$ cat config.mk
export PLATFORM = sky130hd
export DESIGN_NAME = bfdh_ctrl
export DESIGN_NICKNAME = d
export VERILOG_FILES = /design/src/sv/bfdh_pkg.sv /design/src/sv/bfdh_ctrl.sv
export VERILOG_INCLUDE_DIRS = /design/src /design/src/sv
export SDC_FILE = /design/constraint.sdc
export NUM_CORES = 1
export LEC_CHECK = 0
export ABC_AREA = 1
export ABC_CLOCK_PERIOD_IN_PS = 1200
export BUFFER_PORTS_ARGS = -buffer_cell sky130_fd_sc_hd__buf_2
export CAP_MARGIN = 20
export CORE_AREA = 3 3 40 42
export DETAILED_ROUTE_END_ITERATION = 16
export DIE_AREA = 0 0 43 45
export PLACE_DENSITY = 0.67
export SYNTH_ARGS = -nofsm -noshare
export SYNTH_HDL_FRONTEND = slang
export SYNTH_SLANG_ARGS = --single-unit
$ cat constraint.sdc
create_clock -name i_clk -period 1.2 [get_ports i_clk]
set_input_delay 0.12 -clock i_clk [delete_from_list [all_inputs] [get_ports i_clk]]
set_output_delay 0.12 -clock i_clk [all_outputs]
set_load 0.005 [all_outputs]
$ cat src/sv/assert_macros.svh
`ifndef ASSERT_MACROS_SVH
`define ASSERT_MACROS_SVH

// Expression must hold at every clock edge outside reset.
`define ASSERT_ALWAYS(label, clk, rst_n, expr) \
    label: assert property (@(posedge clk) disable iff (!rst_n) (expr)) \
        else $error("assertion failed");

// Consequent must hold in the same cycle as the antecedent.
`define ASSERT_IMPLIES(label, clk, rst_n, ante, cons) \
    label: assert property (@(posedge clk) disable iff (!rst_n) (ante) |-> (cons)) \
        else $error("assertion failed");

`endif

$ cat src/sv/bfdh_pkg.sv
`default_nettype none
package bfdh_pkg;
    localparam int MAX_BITS         = 65536;
    localparam int MAX_HASHES       = 32;
    localparam int BITS_PER_BYTE    = 8;
    localparam int STORE_BYTES      = MAX_BITS / BITS_PER_BYTE;
    localparam int ADDR_W           = $clog2(STORE_BYTES);
    localparam int IDX_W            = $clog2(MAX_BITS);
    localparam int BIT_W            = $clog2(BITS_PER_BYTE);
    localparam int TOTAL_W          = 17;
    localparam int K_W              = 6;
    localparam int M_W              = 17;
    localparam int HASH_W           = 64;
    localparam int DIGITS_PER_CYCLE = 4;
    localparam int DIV_CYCLES       = HASH_W / DIGITS_PER_CYCLE;
    localparam int DIV_CNT_W        = $clog2(DIV_CYCLES);
    localparam int CFG_IDX_W        = 1;
    localparam int CFG_DATA_W       = 17;
    localparam int IN_TDATA_W       = 128;
    localparam int OUT_TDATA_W      = 24;

    typedef enum logic [1:0] {
        CMD_INSERT = 2'd0,
        CMD_QUERY  = 2'd1,
        CMD_CLEAR  = 2'd2,
        CMD_NONE   = 2'd3
    } t_cmd;

    typedef enum logic [CFG_IDX_W-1:0] {
        REG_HASH_COUNT   = 1'b0,
        REG_BUCKET_COUNT = 1'b1
    } t_reg;

    typedef enum logic [2:0] {
        ST_CLEAR,
        ST_IDLE,
        ST_START,
        ST_DIV,
        ST_READ,
        ST_CHECK,
        ST_DONE
    } t_state;

    typedef struct packed {
        logic load;
        logic sweep;
        logic div_start;
        logic check;
        logic emit;
    } t_dp_ctrl;

    typedef struct packed {
        t_cmd cmd;
        logic div_done;
        logic idx_last;
        logic bit_hit;
        logic sweep_last;
    } t_dp_stat;
endpackage
`default_nettype wire

$ cat src/sv/bfdh_ctrl.sv
`default_nettype none
module bfdh_ctrl (
    input  wire logic               i_clk,
    input  wire logic               i_rst_n,
    input  wire logic               i_in_valid,
    input  wire bfdh_pkg::t_cmd     i_in_cmd,
    input  wire logic               i_k_zero,
    input  wire logic               i_out_free,
    input  wire bfdh_pkg::t_dp_stat i_stat,
    output logic                    o_in_ready,
    output bfdh_pkg::t_dp_ctrl      o_ctrl
);
    import bfdh_pkg::*;
    `include "assert_macros.svh"

    t_state r_state;
    t_state n_state;
    logic   r_clr_res;

    always_comb begin
        n_state = r_state;
        case (r_state)
            ST_CLEAR: begin
                if (i_stat.sweep_last) begin
                    n_state = r_clr_res ? ST_DONE : ST_IDLE;
                end
            end
            ST_IDLE: begin
                if (i_in_valid) begin
                    case (i_in_cmd)
                        CMD_CLEAR: n_state = ST_CLEAR;
                        CMD_NONE:  n_state = ST_DONE;
                        default:   n_state = i_k_zero ? ST_DONE : ST_START;
                    endcase
                end
            end
            ST_START: n_state = ST_DIV;
            ST_DIV: begin
                if (i_stat.div_done) begin
                    n_state = ST_READ;
                end
            end
            ST_READ: n_state = ST_CHECK;
            ST_CHECK: begin
                if (i_stat.idx_last || ((i_stat.cmd == CMD_QUERY) && !i_stat.bit_hit)) begin
                    n_state = ST_DONE;
                end else begin
                    n_state = ST_START;
                end
            end
            ST_DONE: begin
                if (i_out_free) begin
                    n_state = ST_IDLE;
                end
            end
            default: n_state = ST_IDLE;
        endcase
    end

    always_comb begin
        o_in_ready       = (r_state == ST_IDLE);
        o_ctrl.load      = (r_state == ST_IDLE) && i_in_valid;
        o_ctrl.sweep     = (r_state == ST_CLEAR);
        o_ctrl.div_start = (r_state == ST_START);
        o_ctrl.check     = (r_state == ST_CHECK);
        o_ctrl.emit      = (r_state == ST_DONE) && i_out_free;
    end

    always_ff @(posedge i_clk) begin
        if (!i_rst_n) begin
            r_state   <= ST_CLEAR;
            r_clr_res <= 1'b0;
        end else begin
            r_state <= n_state;
            if (o_ctrl.load) begin
                r_clr_res <= (i_in_cmd == CMD_CLEAR);
            end
        end
    end

    `ASSERT_IMPLIES(a_emit_free, i_clk, i_rst_n, o_ctrl.emit, i_out_free)
endmodule
`default_nettype wire

# Word level (Yosys, flattened, before mapping)
# Cells that the tools add are included.
# Widths: inputs -> output; s select.
# word_totals
reg_bits,4
latchBits,0
ramBits,0
romBits,0
wordCells,31
memories,0
# op_classes
addsub,0
mul,0
div,0
n_lt_le_gt_ge,0
eq_ne,13
n_shift,0
n_mux,9
bitwise,0
n_reduce_logical,7
# ops
cell,count
$mux 3,7
$pmux 3 s7,1
$eq 3x3->1 const B,3
$ne 2x2->1 const B,4
$eq 3x2->1 const B,2
$pmux 3 s2,1
$eq 2x2->1 const B,2
$reduce_and 4->1,1
$eq 3x1->1 const B,1
$logic_and 1x1->1,3
$logic_not 3->1,1
$eq 2x1->1 const B,1
$logic_not 1->1,1
$logic_or 1x1->1,1

# Longest topological paths before layout
# depth
word_depth,5
mapped_depth,9
mapped_depth_nobuf,8

# Worst setup path after synthesis
# No wires, ideal clock.
# synth_timing
kind,flip-flop to flip-flop
from,reg r_state[2]
to,reg r_state[1]
arrival_ns,0.902
setup_slack_ns,0.177
stages_incl_launch_ff,8
cell_sequence,dfxtp_1 > buf_6 > nand2_1 > inv_2 > nand3_2 > nand2_2 > o21ai_0 > a21oi_2
# synth_via
elab_chain_cells,3
# synth_lines
item,line_no,text
from (decl),bfdh_ctrl.sv:16,t_state r_state;
from (signal assigned),bfdh_ctrl.sv:74,r_state <= n_state;
"$eq 3x2->1, or another cell as far along",bfdh_ctrl.sv:22,case (r_state)
$ne 2x2->1 (no source line),--,
$reduce_and 4->1 (no source line),--,
# Parallel ways exist; a longest one is shown, timed or not.
# A chain may end at the register's enable or synchronous reset.

==> metrics.yaml <==
max_slew_margin_pct: 86.0
cts.sinks: 4
fin_crit_sh_pct: 97.9
final_max_slew_viol_count: 0
worstSetupPathType: "register to output pin"
reg2reg_from: "r_state[0]$_SDFFE_PN0P_"
final_util_pct: 44.2
dp_hpwl_um: 793
antenna_left: 0
grt_pass1_wl_um: 1860
cp_cell_sequence: "buf_6 > nor3_4 > buf_2"
async_flop_share_pct: 0
r2r-end: "r_state[1]$_SDFFE_PN0P_"
final-setup-viol-count: 0
netlist_top_cells_area: "dfxtp_1 20%, nand2_1 17%, inv_1 9.4%"
wl_um: 1060
cts_max_level: 1
drv_cap: 0
total_power_mw: 1.33
synth_area_leader_cell: "dfxtp_1"
synthCells: 70
cts_tree: "yes"
synth_flop_cell: "dfxtp_1"
areaGrowthSynthToFinish_pct: 42.3
wl_per_cell_um: 9.94
syn_avg_cell_area_sq_um: 5.70
antenna_cells: 0
cpPeakStageDelay_ns: 0.36
crit_start: "r_state[2]$_SDFFE_PN0P_"
synth_cell_type_count: 17
dr_total_vias: 470
yosysMostFrequentCell: "nand2_1"
synth_top_cells_by_count: "18 x nand2_1, 10 x inv_1, 8 x nor2_1"
worst_pin_slew_ns: 0.208
yosysSeqAreaShare_pct: 20.1
crit_slowest_cell: "dfxtp_4"
clk_pin_slew_worst_paths_ns: 0.04
row_count: 13
cellPowerDensity_nw_per_um2: 2350
yosysWarnings: 0
drt_iter0_markers: 9
grt_overflow: 0
cts_buffers: 3
ios: 19
hold_buffers: 0
cp-end-kind: "output pin"
portBuffers: 18
vias_per_cell: 4.39
startpoint_type: "register"
crit_arrival_ns: 1.06
ctsLongestPathBuffers: 2
clk_latency_ns: 0.24
period_needed_ns: 1.18
grt_pass1_vias: 470
die_x_um: 43
place.gp.congestion: 0.807
rsz0062_at_grt: "true"
synth_nets: 83
synth_edf_count: 0
syn_area_sq_um: 399
fmax_ghz: 0.851
grt_antenna_before_repair: 0
max-vdd-ir-drop_mv: 1.14
outcome: "finished clean"
cts_root_buffer: "clkbuf_4"
whs_ns: 0.155
regToRegSetupSlack_ns: 0.12
leakagePower_nw: 0.317
hold_viol_final: 0
track_usage_pct: 13.0
drive_gt1_share_pct: 45.7
grt_max_degree: 8
synth_top_area_share_pct: 20.1
hold_path_class: "input port to register"
reg2reg_depth: 7
crit_path_max_fanout: 6
drc: 0
critPathCapture: "o_ctrl[4]"
firstDrtPassIters: 4
die_h_um: 45
start_util_pct: 31.1
required_ns: 1.08
core_sq_um: 1280
die_area_sq_um: 1940
ys_ff_latch: 4
fin_nets: 107
fin_worst_skew_ns: 0.00800
==> worst min-delay path by stage <==
stage / startpoint / slack [ns] / cells past startpoint / endpoint
after global placement: i_rst_n / 0.39 / 3 / r_clr_res$_SDFFE_PN0P_
final: i_rst_n / 0.15 / 3 / r_clr_res$_SDFFE_PN0P_
after floorplan: i_rst_n / 0.26 / 2 / r_clr_res$_SDFFE_PN0P_
after CTS: i_rst_n / 0.15 / 3 / r_clr_res$_SDFFE_PN0P_
after detailed placement: i_rst_n / 0.40 / 3 / r_clr_res$_SDFFE_PN0P_
after global routing: i_rst_n / 0.15 / 3 / r_clr_res$_SDFFE_PN0P_
==> kinds of logic (layout without fill, tap and decap cells) <==
group	Yosys count	count (layout)	synth area share, %
buffers and inverters	15	37	16.0
AO/OA/AOI/OAI	8	8	11.0
flip-flops	4	4	20.1
AND/OR/NAND/NOR	43	43	53.0
==> flip-flops by register name, indices dropped and copies added, names as in the netlist <==
register,cells
r_clr_res,1
r_state,3
==> critical path: cells and delay by family (launching register included) <==
kind / cells / cell delay (ns)
AND/OR/NAND/NOR: 1 / 0.18
flip-flops: 1 / 0.36
buffers and inverters: 2 / 0.27
==> routing by layer <==
metal	vias up	GRT usage [%]	share of wire, %
met5	-	0	0
met2	13	23.4	51
met3	0	7.57	7.3
met4	0	1.81	0
met1	197	13.5	41
li1	260	-	-
==> power by group <==
group / internal (mW) / switching (mW)
Combinational: 0.347 / 0.479
Clock: 0.112 / 0.0627
Sequential: 0.215 / 0.118
==> through the flow <==
step	setup WS, ns	instance area, sq um	setup TNS, ns	std cells
floorplan	0.177	399	0	70
global placement	0.0703	504	0	103
detailed placement	0.0689	504	0	103
CTS	0.00739	554	0	107
global route	-0.0164	568	-0.0164	107
finish	0.0247	568	0	107
==> final cells by class <==
type	count	area (sq um)
repair buffers	20	109
clock buffers	3	22.5
multi-input cells	51	272
flip-flops and latches	4	88.8
inverters	14	57.6
fillers	143	717
well taps	15	18.8
==> cell usage in the layout (no fill, tap or decap), types with 2 or more instances in the layout <==
master / instances
nand3_2: 2
dfxtp_4: 2
nor2_1: 8
buf_2: 18
a21oi_1: 2
o21ai_0: 4
nand3_1: 6
nand2_1: 18
inv_4: 2
inv_2: 2
inv_1: 10
clkbuf_4: 3
nand2_2: 2
nor2_2: 3
==> what timing repair did <==
item                                    CTS  global route
endpoints found under the setup margin    1             2
setup buffers                             1             0
resized for setup                         7             4
pin swaps                                 1             1
No activity file was read; power rests on OpenSTA's default activity.
